<file path="config.mk">
export PLATFORM = sky130hd
export DESIGN_NAME = voice_steal_allocator
export DESIGN_NICKNAME = d
export VERILOG_FILES = /design/src/hdl/vsa_pkg.sv /design/src/hdl/vsa_ram.sv /design/src/hdl/vsa_voice_eval.sv /design/src/hdl/voice_steal_allocator.sv
export SDC_FILE = /design/constraint.sdc
export NUM_CORES = 1
export LEC_CHECK = 0
export BUFFER_PORTS_ARGS = -buffer_cell sky130_fd_sc_hd__buf_2
export CAP_MARGIN = 20
export CORE_MARGIN = 2
export CORE_UTILIZATION = 55
export CTS_BUF_LIST = sky130_fd_sc_hd__clkbuf_2
export CTS_CLUSTER_DIAMETER = 40
export DETAILED_ROUTE_END_ITERATION = 10
export PLACE_DENSITY = 0.73
export SLEW_MARGIN = 25
export SYNTH_ARGS = -nofsm -noshare
export SYNTH_HDL_FRONTEND = slang
export SYNTH_SLANG_ARGS = --single-unit
</file>
<file path="constraint.sdc">
create_clock -name clock -period 17.29 [get_ports clock]
set_input_delay 2.5935 -clock clock [delete_from_list [all_inputs] [get_ports clock]]
set_output_delay 2.5935 -clock clock [all_outputs]
set_load 0.02 [all_outputs]
</file>
<file path="src/hdl/vsa_pkg.sv">
// Package for the voice steal allocator: channel payload structs, voice
// table entry layout, per-voice evaluation result and fixed constants.
// No dependencies.
package vsa_pkg;

   localparam int ENTITY_W      = 16;
   localparam int SLOT_W        = 4;
   localparam int NOW_W         = 31;
   localparam int LENGTH_W      = 24;
   localparam int END_W         = 32;
   localparam int LEFT_W        = END_W + 1;
   localparam int VOICE_INDEX_W = 3;
   localparam int CSR_ADDR_W    = 3;
   localparam int CSR_DATA_W    = 32;

   // Request modes
   localparam logic MODE_START = 1'b0;
   localparam logic MODE_STOP  = 1'b1;

   // Slot codes with a special meaning
   localparam logic [SLOT_W-1:0] SLOT_NONE = 4'h0;
   localparam logic [SLOT_W-1:0] SLOT_ANY  = 4'hF;

   // Register byte addresses
   localparam logic [CSR_ADDR_W-1:0] ADDR_PLAYER_ENTITY = 3'd0;

   localparam logic [ENTITY_W-1:0] PLAYER_ENTITY_RESET = 16'd1;

   // Starting value of the least-time-left search
   localparam logic signed [LEFT_W-1:0] LIFE_START = 33'sh0_7fff_ffff;

   typedef struct packed {
      logic                       mode;
      logic [ENTITY_W-1:0]        requester_entity;
      logic signed [SLOT_W-1:0]   requester_slot;
      logic [NOW_W-1:0]           current_time;
      logic [LENGTH_W-1:0]        sound_length;
   } req_type;

   typedef struct packed {
      logic                       granted;
      logic [VOICE_INDEX_W-1:0]   voice_index;
   } rsp_type;

   typedef struct packed {
      logic [ENTITY_W-1:0] owner;
      logic [SLOT_W-1:0]   slot;
      logic [END_W-1:0]    end_time;
   } voice_entry_type;

   typedef struct packed {
      logic                     hit;
      logic                     less;
      logic signed [LEFT_W-1:0] left;
   } eval_type;

endpackage

</file>
<file path="src/hdl/vsa_ram.sv">
// Generic single-write, single-read RAM with registered read data.
// No dependencies.
module vsa_ram #(
   parameter int WIDTH = 52,
   parameter int DEPTH = 8
) (
   input  logic                     clock,
   input  logic                     wr_en,
   input  logic [$clog2(DEPTH)-1:0] wr_addr,
   input  logic [WIDTH-1:0]         wr_data,
   input  logic [$clog2(DEPTH)-1:0] rd_addr,
   output logic [WIDTH-1:0]         rd_data
);

   logic [WIDTH-1:0] mem [DEPTH];

   always_ff @(posedge clock) begin
      if (wr_en) begin
         mem[wr_addr] <= wr_data;
      end
      rd_data <= mem[rd_addr];
   end

endmodule

</file>
<file path="src/hdl/vsa_voice_eval.sv">
// Shared compare and subtract unit: judges one voice against the request.
// Depends on vsa_pkg.
module vsa_voice_eval
   import vsa_pkg::*;
(
   input  voice_entry_type           entry,
   input  logic                      active,
   input  req_type                   req,
   input  logic [ENTITY_W-1:0]       player_entity,
   input  logic signed [LEFT_W-1:0]  least,
   output eval_type                  result
);

   logic [SLOT_W-1:0] req_slot;
   logic              owner_eq;
   logic              start_hit;
   logic              stop_hit;
   logic              protect;

   assign req_slot  = req.requester_slot;
   assign owner_eq  = (entry.owner == req.requester_entity);
   assign start_hit = (req_slot != SLOT_NONE) && owner_eq &&
                      ((entry.slot == req_slot) || (req_slot == SLOT_ANY));
   assign stop_hit  = owner_eq && (entry.slot == req_slot);
   // Player voices stay untouched by other entities while they sound
   assign protect   = active && (entry.owner == player_entity) &&
                      (req.requester_entity != player_entity);

   always_comb begin
      result.left = $signed({1'b0, entry.end_time}) -
                    $signed({{(LEFT_W-NOW_W){1'b0}}, req.current_time});
      if (req.mode == MODE_STOP) begin
         result.hit  = stop_hit;
         result.less = 1'b0;
      end else begin
         result.hit  = start_hit;
         result.less = !protect && (result.left < least);
      end
   end

endmodule

</file>
<file path="src/hdl/voice_steal_allocator.sv">
// Top level of the voice steal allocator: sequencer, register port, voice
// table RAM and result register. Depends on vsa_pkg, vsa_ram and
// vsa_voice_eval.
//
// Usage: a request transfer on req_* carries a start (mode 0) or a stop
// (mode 1). The block then scans the voice table one voice per cycle
// through the single RAM read port and the shared compare unit. A start
// takes the first voice of the same entity and slot, else the voice with
// the least time left; a stop takes the first exact entity/slot match.
// Exactly one result transfer follows on rsp_* for every request.
// A scan ends early at a hit, else after the last voice; the post state
// then loads the result register. The request side is stalled until the
// block returns to idle after the post state, so a new request is taken
// only once the previous one has loaded its result. The result sits in an
// output register; while rsp_stall holds it the block finishes the next
// request's scan and waits with its table update and result until the register frees up.
// Reset clears all voices (valid bits in flip-flops, no clearing pass),
// sets player_entity to 1 and empties the result register.
// player_entity is written at byte address 0 of the register port.
module voice_steal_allocator
   import vsa_pkg::*;
#(
   parameter int VOICE_COUNT = 8
) (
   input  logic                   clock,
   input  logic                   reset,
   input  logic                   req_valid,
   output logic                   req_stall,
   input  req_type                req_data,
   output logic                   rsp_valid,
   input  logic                   rsp_stall,
   output rsp_type                rsp_data,
   input  logic                   psel,
   input  logic                   penable,
   input  logic                   pwrite,
   input  logic [CSR_ADDR_W-1:0]  paddr,
   input  logic [CSR_DATA_W-1:0]  pwdata,
   output logic [CSR_DATA_W-1:0]  prdata,
   output logic                   pready
);

   localparam int IDX_W = $clog2(VOICE_COUNT);
   localparam logic [IDX_W-1:0] LAST_IDX = IDX_W'(VOICE_COUNT - 1);

   typedef enum logic [2:0] {
      S_IDLE = 3'b001,
      S_SCAN = 3'b010,
      S_POST = 3'b100
   } state_type;

   state_type                 state_ff, state_in;
   req_type                   req_ff;
   logic [ENTITY_W-1:0]       player_ff;
   logic [IDX_W-1:0]          idx_ff, idx_in;
   logic signed [LEFT_W-1:0]  least_ff, least_in;
   logic                      best_valid_ff, best_valid_in;
   logic [IDX_W-1:0]          best_idx_ff, best_idx_in;
   logic [VOICE_COUNT-1:0]    valid_ff;
   logic [VOICE_COUNT-1:0]    active_ff;
   logic                      rsp_valid_ff, rsp_valid_in;
   rsp_type                   rsp_data_ff;

   logic                      req_take;
   logic                      rsp_free;
   logic                      post_done;
   logic                      tbl_wr;
   voice_entry_type           tbl_wdata;
   logic [IDX_W-1:0]          tbl_raddr;
   voice_entry_type           tbl_rdata;
   voice_entry_type           cur_entry;
   eval_type                  eval;
   logic [END_W-1:0]          new_end;
   logic [IDX_W+VOICE_INDEX_W-1:0] idx_ext;

   assign req_stall = (state_ff != S_IDLE);
   assign req_take  = req_valid && (state_ff == S_IDLE);
   assign rsp_free  = !rsp_valid_ff || !rsp_stall;
   assign post_done = (state_ff == S_POST) && rsp_free;

   // Register port: one register, zero-wait
   assign pready = 1'b1;
   always_comb begin
      if (paddr == ADDR_PLAYER_ENTITY) begin
         prdata = {{(CSR_DATA_W-ENTITY_W){1'b0}}, player_ff};
      end else begin
         prdata = '0;
      end
   end

   // Voice table: owner, slot and end time in RAM
   // Address ahead by one during the scan so data lines up with idx_ff.
   always_comb begin
      case (state_ff)
         S_SCAN:  tbl_raddr = idx_ff + IDX_W'(1);
         default: tbl_raddr = '0;
      endcase
   end

   assign new_end = (req_ff.mode == MODE_STOP) ? '0 :
                    ({1'b0, req_ff.current_time} +
                     {{(END_W-LENGTH_W){1'b0}}, req_ff.sound_length});
   assign tbl_wr    = post_done && best_valid_ff;
   assign tbl_wdata = '{owner:    req_ff.requester_entity,
                        slot:     req_ff.requester_slot,
                        end_time: new_end};

   vsa_ram #(
      .WIDTH ($bits(voice_entry_type)),
      .DEPTH (VOICE_COUNT)
   ) u_table (
      .clock   (clock),
      .wr_en   (tbl_wr),
      .wr_addr (best_idx_ff),
      .wr_data (tbl_wdata),
      .rd_addr (tbl_raddr),
      .rd_data (tbl_rdata)
   );

   // Never-written voices read as cleared
   assign cur_entry = valid_ff[idx_ff] ? tbl_rdata : '0;

   vsa_voice_eval u_eval (
      .entry         (cur_entry),
      .active        (active_ff[idx_ff]),
      .req           (req_ff),
      .player_entity (player_ff),
      .least         (least_ff),
      .result        (eval)
   );

   // Sequencer
   always_comb begin
      state_in      = state_ff;
      idx_in        = idx_ff;
      least_in      = least_ff;
      best_valid_in = best_valid_ff;
      best_idx_in   = best_idx_ff;
      case (state_ff)
         S_IDLE: begin
            if (req_take) begin
               state_in      = S_SCAN;
               idx_in        = '0;
               least_in      = LIFE_START;
               best_valid_in = 1'b0;
            end
         end
         S_SCAN: begin
            if (eval.hit) begin
               // Exact owner match: take it and end the scan
               best_valid_in = 1'b1;
               best_idx_in   = idx_ff;
               state_in      = S_POST;
            end else begin
               if (eval.less) begin
                  least_in      = eval.left;
                  best_valid_in = 1'b1;
                  best_idx_in   = idx_ff;
               end
               if (idx_ff == LAST_IDX) begin
                  state_in = S_POST;
               end else begin
                  idx_in = idx_ff + IDX_W'(1);
               end
            end
         end
         S_POST: begin
            // Hold until the result register is free
            if (rsp_free) begin
               state_in = S_IDLE;
            end
         end
         default: begin
            state_in = S_IDLE;
         end
      endcase
   end

   always_comb begin
      rsp_valid_in = rsp_valid_ff;
      if (post_done) begin
         rsp_valid_in = 1'b1;
      end else if (rsp_valid_ff && !rsp_stall) begin
         rsp_valid_in = 1'b0;
      end
   end

   assign idx_ext = {{VOICE_INDEX_W{1'b0}}, best_idx_ff};

   always_ff @(posedge clock) begin
      if (reset) begin
         state_ff      <= S_IDLE;
         player_ff     <= PLAYER_ENTITY_RESET;
         valid_ff      <= '0;
         active_ff     <= '0;
         rsp_valid_ff  <= 1'b0;
         best_valid_ff <= 1'b0;
      end else begin
         state_ff      <= state_in;
         rsp_valid_ff  <= rsp_valid_in;
         best_valid_ff <= best_valid_in;
         if (psel && penable && pwrite && pready && (paddr == ADDR_PLAYER_ENTITY)) begin
            player_ff <= pwdata[ENTITY_W-1:0];
         end
         if (tbl_wr) begin
            valid_ff[best_idx_ff]  <= 1'b1;
            active_ff[best_idx_ff] <= (req_ff.mode == MODE_START);
         end
      end
   end

   // Payload registers
   always_ff @(posedge clock) begin
      idx_ff      <= idx_in;
      least_ff    <= least_in;
      best_idx_ff <= best_idx_in;
      if (req_take) begin
         req_ff <= req_data;
      end
      if (post_done) begin
         rsp_data_ff.granted     <= best_valid_ff;
         rsp_data_ff.voice_index <= best_valid_ff ? idx_ext[VOICE_INDEX_W-1:0] : '0;
      end
   end

   assign rsp_valid = rsp_valid_ff;
   assign rsp_data  = rsp_data_ff;

endmodule

</file>
==> metrics, run 1 <==
status finished, final reports clean; First-pass DRT Iterations 5; drt via density 5.80; Peak VDD IR 0.0461 mV; fmax 128 MHz; RD Place Congestion 0.907; fin cells 3435; initial antenna violation count 1; R2R setup slack 9450 ps; largest net degree at the start of global routing 89; routed vias 19900; cell count along the critical path 23; minimum clock period 7840 ps; clk slew on worst S/H paths 110 ps; max_slew headroom 28.4%; Initial DRC Count 1888; Area Growth Syn to Fin 9.87%; Setup Buffers After CTS 0; Arr. time, crit path 8770 ps; Post-Syn Instances 2430; WS Path Type reg2reg; Wirelength per Cell 19.6 um; worst setup margin 9450 ps; Slowest-stage cell, CP mux4_2; placed cell count 3132; Clk Tree Root Cell clkbuf_2; Synth warnings 0; Starting Density 55.7%; Final Skew 77.4 ps; final core occ 61.2%; critical path fanouts, max 50; crit-path most repeated cell buf_4; critical path endpoint category flip-flop; Clock Path Buffers 3; reg-to-reg startpoint idx_ff[0]$_DFFE_PP_; LEAKAGE 12.0 nW; fillers 4048; max capacitance violation total 0; power per cell area 107 nW/um2; Worst Path Buf+Inv 3; RSZ-0062 raised after global routing false; post-route ant nets 0; CP Cell Sequence buf_4 -> mux4_2 -> o2bb2ai_4 -> nor2_2 -> buf_4 -> and2_1 -> ha_1 -> a211o_1 -> a211oi_2 -> o31ai_1 -> o311a_1 -> or2_1 -> a311oi_2 -> nor2_1 -> nor3b_1 -> ha_1 -> and4_1 -> a221o_1 -> a21oi_1 -> o41ai_2 -> a21oi_1 -> o21a_1 -> buf_4; EDFF count, synth 535; DP HPWL 38.4 mm; Avg Cell Area, Syn 11.5 um2; setup violators final 0; die area 52800 um2; CTS H-tree depth 4; met3 routed WL 5.50 mm; TritonCTS clock tree done; Congestion Overflow GR 0; dpl ws 9570 ps; Tot GR Track Use 25.7%; FFs w/ async S/R, synth 0%; Power Total 0.00330 W; Residual DRC 0; PostCTS Resize Cnt 0; Die X 230 um; num rows 82; Final Hold Fails 0; Post-Route Setup TNS 0 ps; number of buffers created by CTS 162; FF+latch count, synth 624; proportion of layout cells with a drive suffix above 1 16.9%; FF-to-FF path depth 23; crit-path leading delay family compound AO/OA/AOI/OAI gates; worst hold path class reg2reg; Distinct cells, synth 76; max-slew violation count 0; Cell Area, Synth 28000 um2; Critical path origin idx_ff[0]$_DFFE_PP_; Critical R2R Capture least_ff[9]$_SDFFCE_PN1P_; actual slew at the worst max-slew pin 1070 ps; Final nets 2834; CP max stage delay 610 ps; highest metal used met4; clk sinks 624; Tcrit/Tclk final 45.3%; final wirelength 67.4 mm; Top FF cell, synth edfxtp_1; sequential area share after synthesis 63.7%; Die Y 230 um; met2 WL post-DR 32.1 mm; Ports 157; core area 50300 um2; Hold-fix buffers, CTS 0; Critical Path Source Type flip-flop; Port Buffers 123; vias in the first global route 19900; Clock Latency Late Sink 1340 ps; Critical Path RT 18220 ps; first-pass GRT wire length 105 mm; crit path capture least_ff[9]$_SDFFCE_PN1P_; Routed met1 length 28.0 mm
cell families (layout without fill, tap and decap cells):
family	count (synthesis)	count (layout)	synth area share, %
buffers and inverters	220	537	3.25
multiplexers	11	11	0.540
flip-flops	624	624	63.7
AO/OA/AOI/OAI	488	488	11.1
other	2	18	0.0268
XOR/XNOR	77	77	2.41
AND/OR/NAND/NOR	917	917	14.9
adder cells (fa/ha/maj)	91	91	4.12
power by group:
| part | switching (W) | internal, W |
|---|---|---|
| Clock | 0.000602 | 0.000406 |
| Combinational | 0.000352 | 0.000186 |
| Sequential | 0.0000399 | 0.00171 |
| Total | 0.000994 | 0.00230 |
metal layers:
layer	global-route usage (%)	vias up
li1	-	9310
met1	33.2	9603
met2	41.7	883
met3	5.96	141
met4	11.0	0
met5	0	-
how the worst min path moves through the flow:
| stage | from | cells after the start | endpoint |
|---|---|---|---|
| 3_5_place_dp | valid_ff[0]$_SDFFE_PP0P_ | 2 | valid_ff[0]$_SDFFE_PP0P_ |
| 2_1_floorplan | valid_ff[0]$_SDFFE_PP0P_ | 2 | valid_ff[0]$_SDFFE_PP0P_ |
| 3_3_place_gp | valid_ff[0]$_SDFFE_PP0P_ | 2 | valid_ff[0]$_SDFFE_PP0P_ |
| 5_1_grt | valid_ff[4]$_SDFFE_PP0P_ | 2 | valid_ff[4]$_SDFFE_PP0P_ |
| 4_1_cts | valid_ff[0]$_SDFFE_PP0P_ | 2 | valid_ff[0]$_SDFFE_PP0P_ |
| 6_report | valid_ff[0]$_SDFFE_PP0P_ | 2 | valid_ff[0]$_SDFFE_PP0P_ |
synth_stat cells (5+ instances only):
library cell	count	area (um2)
edfxtp_1	535	16100
nand2_1	444	1670
o21ai_0	197	986
nand3_1	168	841
nor2_1	107	402
clkbuf_1	93	349
dfxtp_1	89	1780
ha_1	89	1110
inv_1	88	330
a21oi_1	81	405
a22oi_1	53	398
and2_1	53	332
xnor2_1	42	368
a21o_1	35	263
nand2b_1	35	219
xor2_1	35	307
nor3_1	30	150
a211oi_1	19	143
buf_4	18	135
a31oi_1	16	100
buf_1	15	56.3
nand4_1	14	87.6
nor2b_1	13	81.3
nor4_1	13	81.3
o31ai_1	11	82.6
and3_1	7	43.8
o21a_1	7	52.6
a211o_1	5	43.8
mux2i_1	5	50.1
nor4bb_1	5	50.1
o211ai_1	5	37.5
o21bai_1	5	37.5
layout make-up:
class	count	area, um2	area share [%]
inverter	90	340	1.11
tap	672	841	2.73
clock buffer	252	1260	4.10
timing repair buffer	146	812	2.64
clock inverter	49	249	0.809
multi-input combinational	1601	9440	30.6
sequential	624	17800	58.0
antenna	1	2.50	0.00813
per-stage QoR:
stage | hold WS, ps | cell area, um2
after floorplan | 425 | 28100
after CTS | 466 | 30700
after global placement | 436 | 29200
after detailed placement | 447 | 29200
final | 465 | 30800
after global routing | 507 | 30800
sequential cells by signal, summed over array words and instances (netlist names):
| register | cells |
|---|---|
| player_ff | 16 |
| rsp_valid | 1 |
| state_ff | 3 |
| idx_ff | 3 |
| u_table.mem | 416 |
| active_ff | 8 |
| valid_ff | 8 |
| best_valid_ff | 1 |
| least_ff | 33 |
| u_table.rd_data | 52 |
| req_ff | 76 |
| rsp_data | 4 |
| best_idx_ff | 3 |
layout by cell type (no fill, tap or decap), types with 19 or more instances in the layout:
cell type  Yosys  routed
nand2b_1      35      34
dfxtp_1       89      89
clkinv_1       1      28
clkbuf_2       0     252
nand2_1      444     442
a211oi_1      19      19
o21ai_0      197     197
nand3_1      168     168
a21oi_1       81      81
a22oi_1       53      53
buf_4         18      21
edfxtp_1     535     535
xor2_1        35      35
inv_1         88      86
and2_1        53      52
a21o_1        35      35
buf_2          2     123
ha_1          89      88
nor2_1       107     101
xnor2_1       42      42
nor3_1        30      28
tightest hold or removal path: stages, from the launching register on:
cell and delay, ps:
dfxtp_1 330, inv_1 50, a21oi_1 50
No activity file was read; power rests on OpenSTA's default activity.
==> run 2, diff against run 1 <==
- ABC_AREA: not set -> 1
- clock period: 17.29 -> 7.6 ns (I/O delays scaled with it)
==> metrics, run 2 <==
Distinct cells, synth 48 (-37%); Final Skew 87.5 ps (+10.2 ps); FF+latch count, synth 624 (unchanged); fillers 4039 (-0.22%); routed vias 20600 (+3.4%); die area 53400 um2 (+1.1%); TritonCTS clock tree done; Top Registers u_table.mem: 416 flops, req_ff: 76 flops, u_table.rd_data: 52 flops; Post-Place Cell Area 29500 um2 (+1.1%); critical path fanouts, max 33 (-34%); Arr. time, crit path 7200 ps (-1570 ps); critical path endpoint category flip-flop; clk slew on worst S/H paths 110 ps (about the same); largest net degree at the start of global routing 173 (+94%); largest family of logic cells by synthesized area compound AO/OA/AOI/OAI gates; Tcrit/Tclk final 82.3% (+37 points); Congestion Overflow GR 0 (unchanged); Ports 157 (unchanged); crit-path most repeated cell nand2_1; Setup Buffers After CTS 0 (unchanged); hold depth 2 (unchanged); post-route ant nets 0 (unchanged); clk sinks 624 (unchanged); Top FF cell, synth edfxtp_1; R2R setup slack 1350 ps (-8110 ps); Post-Syn Instances 2602 (+7.1%); Final nets 3104 (+9.5%); Initial DRC Count 1616 (-14%); Residual DRC 0 (unchanged); status finished, final reports clean; number of buffers created by CTS 158 (-2.5%); sequential area share after synthesis 63.0% (-0.71 points); compound-gate portion of the synthesized area 13.1% (+2.0 points); max_slew headroom 31.4% (+3.0 points); Avg Cell Area, Syn 10.9 um2 (-5.6%); max capacitance violation total 0 (unchanged); RSZ-0062 raised after global routing false; Adder-Cell Fraction of Synth Area 4.07% (-0.046 points); vias in the first global route 20700 (+4.4%); Yosys top cell area share 56.7% (-0.64 points); drt via density 5.55 (-4.3%); Peak VDD IR 0.125 mV (+170%); fmax 160 MHz (+25%); Port Buffers 123 (unchanged); Worst Hold Endpoint valid_ff[1]$_SDFFE_PP0P_; actual slew at the worst max-slew pin 1030 ps (-47.4 ps); Post-Route Setup TNS 0 ps (unchanged); First-pass DRT Iterations 5 (unchanged); synth top area cells edfxtp_1, dfxtp_1, nand2_1; first-pass GRT wire length 109 mm (+3.6%); Final Hold Fails 0 (unchanged); LEAKAGE 13.1 nW (+9.5%); DP HPWL 41.5 mm (+8.1%); final wirelength 69.8 mm (+3.5%); commonest cells in the netlist edfxtp_1, nand2_1, inv_1; Critical Path Source Type flip-flop; placed cell count 3320 (+6.0%); Clock Latency Late Sink 1380 ps (+40 ps); fin cells 3713 (+8.1%); Clk Tree Root Cell clkbuf_2; Critical R2R Capture least_ff[6]$_SDFFCE_PN1P_; Die Y 231 um (+0.55%); core area 51100 um2 (+1.6%); post-synth top area cell edfxtp_1; CP max stage delay 640 ps (+30 ps); minimum clock period 6250 ps (-1580 ps); Die X 231 um (+0.55%); power per cell area 244 nW/um2 (+130%); setup violators final 0 (unchanged); num rows 83 (+1.2%); FF-to-FF path depth 32 (+39%); max reg flops 416 (unchanged); EDFF count, synth 535 (unchanged); Power Total 0.00785 W (+140%); Cell Area, Synth 28300 um2 (+1.1%); max-slew violation count 0 (unchanged); Slowest-stage cell, CP edfxtp_1; Clock Path Buffers 3 (unchanged); post-synthesis xor/xnor area fraction 1.30% (-1.1 points); Starting Density 55.5% (-0.28 points); top-count cell post-synth edfxtp_1; Area Growth Syn to Fin 13.4%; initial antenna violation count 2 (+1); post-synthesis mux area share 0% (-0.54 points); Tot GR Track Use 26.5% (+0.88 points); commonest non-fill, non-tap cells in the layout edfxtp_1, nand2_1, inv_1, clkbuf_2, o21ai_0; final instance area 32100 um2 (+4.3%); WS Path Type reg2reg; worst hold path class in2reg; Synth warnings 0 (unchanged); Wirelength per Cell 18.8 um (-4.2%); reg-to-reg startpoint idx_ff[0]$_DFFE_PP_; RD Place Congestion 0.921 (+1.6%); FFs w/ async S/R, synth 0% (unchanged); proportion of layout cells with a drive suffix above 1 17.6% (+0.70 points); Worst Hold Slack 164 ps (-301 ps); CTS H-tree depth 4 (unchanged); leading cell type in the layout, fill and taps excluded edfxtp_1; Critical Path RT 8540 ps (-9680 ps); hold path start reset; simple-gate share of the synthesized area 12.5% (-2.4 points); most flop-heavy register u_table.mem
## run 2: cell count changes after synthesis, moves of 51 or more
cell and delta:
a21oi_1 +88, a221oi_1 +51, a22oi_1 -53, and2_1 -53
inv_1 +194, nand3_1 -93, nor2_1 +74, o21bai_1 +56
or2_2 +70
## run 2: layout make-up
cell class | count | area (um2) | share of cell area, %
antenna | 6 | 15.0 | 0.0467
inverter | 289 | 1100 | 3.41
sequential | 624 | 17800 | 55.6
clock buffer | 247 | 1240 | 3.85
timing repair buffer | 245 | 1790 | 5.57
multi-input combinational | 1577 | 8930 | 27.8
clock inverter | 45 | 359 | 1.12
tap | 680 | 851 | 2.65
## run 2: metal layers
layer / global-route usage, % / part of all wire (%)
met4: 11.3 / 2.2
met1: 34.3 / 42
met3: 4.82 / 6.8
met2: 44.1 / 49
met5: 0 / 0
## run 2: metrics by stage
stage / setup WS, ps / util, %
after floorplan: 736 / -
after global placement: 1530 / 57.8
after detailed placement: 1470 / 57.8
after CTS: 1380 / 62.8
after global routing: 818 / 62.9
final: 1350 / 62.9
## run 2: what timing repair did
action / CTS / global route
endpoints found under the hold margin: 93 / 0
gates resized for setup: 0 / 0
hold buffers: 93 / 0
## run 2: power by group
| group | total, W | internal [W] | switching (W) |
|---|---|---|---|
| Combinational | 0.00143 | 0.000451 | 0.000975 |
| Clock | 0.00242 | 0.00105 | 0.00137 |
| Sequential | 0.00400 | 0.00392 | 0.0000858 |
## run 2: kinds of logic after synthesis
kind of cell               count (synthesis)
and+or+nand+nor                          817
xor gates and xnor gates                  42
AOI/OAI and AO/OA                        610
DFF                                      624
other                                      2
adders and majority gates                 91
buffers and inverters                    416
## run 2: worst max-delay path by stage
stage | from | endpoint | cells after the start
floorplan | idx_ff[0]$_DFFE_PP_ | least_ff[0]$_SDFFCE_PN1P_ | 32
global placement | idx_ff[0]$_DFFE_PP_ | least_ff[5]$_SDFFCE_PN1P_ | 32
detailed placement | idx_ff[0]$_DFFE_PP_ | least_ff[5]$_SDFFCE_PN1P_ | 31
CTS | idx_ff[0]$_DFFE_PP_ | least_ff[15]$_SDFFCE_PN1P_ | 31
global route | idx_ff[0]$_DFFE_PP_ | least_ff[19]$_SDFFCE_PN1P_ | 32
finish | idx_ff[0]$_DFFE_PP_ | least_ff[6]$_SDFFCE_PN1P_ | 32
## run 2: critical path, delay by kind of cell (launching register included)
kind | cells | cell delay (ps)
AND/OR/NAND/NOR | 21 | 2420
AO/OA/AOI/OAI | 5 | 1030
buffers and inverters | 4 | 970
adder cells (fa/ha/maj) | 2 | 720
flip-flops | 1 | 640
==> run 3, diff against run 2 <==
- PLACE_DENSITY: 0.73 -> 0.76
- clock period: 7.6 -> 5.07 ns (I/O delays scaled with it)
==> metrics, run 3 (same netlist as run 2, synthesis figures left out) <==
Critical Path RT 6070 ps (-2470 ps); Arr. time, crit path 6110 ps (-1090 ps); actual slew at the worst max-slew pin 1080 ps (+54.5 ps); Clk Tree Root Cell clkbuf_2; Port Buffers 123 (unchanged); Power Total 0.0125 W (+59%); Tcrit/Tclk final 101% (+19 points); clk sinks 624 (unchanged); CP max stage delay 530 ps (-110 ps); crit-path most repeated cell nand2_2; Clock Path Buffers 3 (unchanged); Clock Power Share 29.7% (-1.1 points); Congestion Overflow GR 0 (unchanged); number of buffers created by CTS 157 (-0.63%); clk slew on worst S/H paths 100 ps (about the same); Ports 157 (unchanged); setup violators final 24 (+24); Final Skew 123 ps (+35.9 ps); post-route ant nets 0 (unchanged); critical path fanouts, max 8 (-76%); Critical R2R Capture least_ff[22]$_SDFFCE_PN1P_; Wirelength per Cell 19.3 um (+2.8%); Slowest-stage cell, CP edfxtp_1; drt via density 5.66 (+2.0%); dpl ws -433 ps (-1900 ps); Residual DRC 0 (unchanged); Area Growth Syn to Fin 19.2%; switching share of total power 31.4% (+0.45 points); Starting Density 55.5% (unchanged); Clock Latency Late Sink 1380 ps (about the same); worst setup margin -44.3 ps (-1390 ps); num rows 83 (unchanged); max reg flops 416 (unchanged); Post-Route Setup TNS -433 ps (-433 ps); core area 51100 um2 (unchanged); DP HPWL 42.5 mm (+2.5%); crit path capture least_ff[22]$_SDFFCE_PN1P_; FF-to-FF path depth 34 (+6.3%); First-pass DRT Iterations 5 (unchanged); commonest non-fill, non-tap cells in the layout edfxtp_1, nand2_1, inv_1, clkbuf_2, o21ai_0; placed cell count 3434 (+3.4%); Internal 0.00854 W (+58%); LEAKAGE 13.9 nW (+6.0%); Die Y 231 um (unchanged); WS Path Type reg2reg; die area 53400 um2 (unchanged); Critical path origin idx_ff[0]$_DFFE_PP_; vias in the first global route 21800 (+5.3%); power per cell area 369 nW/um2 (+51%); Reg power frac 48.2% (-2.8 points); failing checks hold timing, setup timing; minimum clock period 5110 ps (-1140 ps); worst hold path class in2reg; leading cell type in the layout, fill and taps excluded edfxtp_1; R2R setup slack -40 ps (-1390 ps); Final nets 3246 (+4.6%); Critical Path Source Type flip-flop; fmax 196 MHz (+22%); proportion of layout cells with a drive suffix above 1 22.6% (+5.0 points); Top Registers u_table.mem: 416 flops, req_ff: 76 flops, u_table.rd_data: 52 flops; reg-to-reg startpoint idx_ff[0]$_DFFE_PP_; most flop-heavy register u_table.mem; routed vias 21800 (+5.9%); Final Hold Fails 4 (+4); Peak VDD IR 0.222 mV (+77%); max_slew headroom 27.9% (-3.5 points); Net Switching 0.00391 W (+61%); Worst Hold Slack -44.5 ps (-209 ps); power share of the combinational group 22.1% (+3.9 points); Die X 231 um (unchanged); RSZ-0062 raised after global routing true; Tot GR Track Use 27.6% (+1.1 points); RD Place Congestion 0.908 (-1.4%); initial antenna violation count 2 (unchanged); first-pass GRT wire length 113 mm (+4.1%); largest net degree at the start of global routing 142 (-18%); status finished, violations left; final wirelength 74.6 mm (+6.8%); TritonCTS clock tree done; fin cells 3856 (+3.9%); Initial DRC Count 2106 (+30%); critical path endpoint category flip-flop; max-slew violation count 0 (unchanged); max capacitance violation total 0 (unchanged); CTS H-tree depth 4 (unchanged)
-- run 3: changes by cell type in the layout (fill, tap and decap cells not counted), moves of 11 or more --
cell / before / now
a21oi_2: 1 / 12
a21oi_1: 169 / 157
buf_4: 27 / 138
dlygate4sd3_1: 93 / 106
clkbuf_2: 247 / 231
nand2_1: 420 / 401
nand2_2: 4 / 20
clkinv_1: 20 / 38
buf_12: 0 / 13
-- run 3: how the worst min path moves through the flow --
stage,slack (ps),start,cells after the start,endpoint
finish,-40,paddr[2],5,player_ff[5]$_SDFFE_PP0P_
global route,-30,paddr[2],5,player_ff[3]$_SDFFE_PP0P_
CTS,0.5,req_data[64],2,req_ff[64]$_DFFE_PP_
detailed placement,470,valid_ff[5]$_SDFFE_PP0P_,2,valid_ff[5]$_SDFFE_PP0P_
global placement,450,valid_ff[2]$_SDFFE_PP0P_,2,valid_ff[2]$_SDFFE_PP0P_
floorplan,440,valid_ff[0]$_SDFFE_PP0P_,2,valid_ff[0]$_SDFFE_PP0P_
-- run 3: metal layers --
| layer | share of wire, % | up-vias | track usage [%] |
|---|---|---|---|
| met3 | 8.0 | 190 | 5.45 |
| met1 | 40 | 10500 | 34.5 |
| li1 | - | 10100 | - |
| met4 | 3.4 | 0 | 13.5 |
| met2 | 49 | 1064 | 46.0 |
| met5 | 0 | - | 0 |
-- run 3: final cells by class --
class / instances / area, um2
Timing Repair Buffer: 388 / 3090
Multi-Input combinational cell: 1577 / 9280
Clock buffer: 231 / 1160
Sequential cell: 624 / 17800
Tap cell: 680 / 851
Fill cell: 3733 / 17300
Antenna cell: 7 / 17.5
Inverter: 289 / 1100
Clock inverter: 60 / 453
-- run 3: through the flow --
stage	instance area, um2	util (%)
floorplan	28400	-
finish	33800	66.1
global route	33800	66.1
detailed placement	30500	59.7
CTS	33500	65.6
global placement	30500	59.7
-- run 3: power by group through the flow --
stage          logic (W)  registers, W  clock network [W]
3_3_place_gp     0.00228       0.00610                  0
2_1_floorplan    0.00146       0.00606                  0
3_5_place_dp     0.00236       0.00611                  0
5_1_grt          0.00298       0.00601            0.00403
4_1_cts          0.00260       0.00599            0.00375
6_report         0.00275       0.00600            0.00370
-- run 3: critical path: cells and delay by family, from the launching register on --
kind / cells / cell delay [ps]
AND/OR/NAND/NOR: 19 / 1840
AO/OA/AOI/OAI: 5 / 790
adder cells (fa/ha/maj): 3 / 720
buffers and inverters: 6 / 590
flip-flops: 1 / 530
XOR/XNOR: 1 / 260
-- run 3: what timing repair did --
| action | 4_1_cts | 5_1_grt |
|---|---|---|
| endpoints found under the setup margin | 37 | 37 |
| gates cloned | 4 | 0 |
| gates resized for setup | 47 | 54 |
| setup buffers | 12 | 6 |
| hold buffers | 101 | 5 |
| endpoints found under the hold margin | 122 | 5 |
| pin swaps | 27 | 30 |
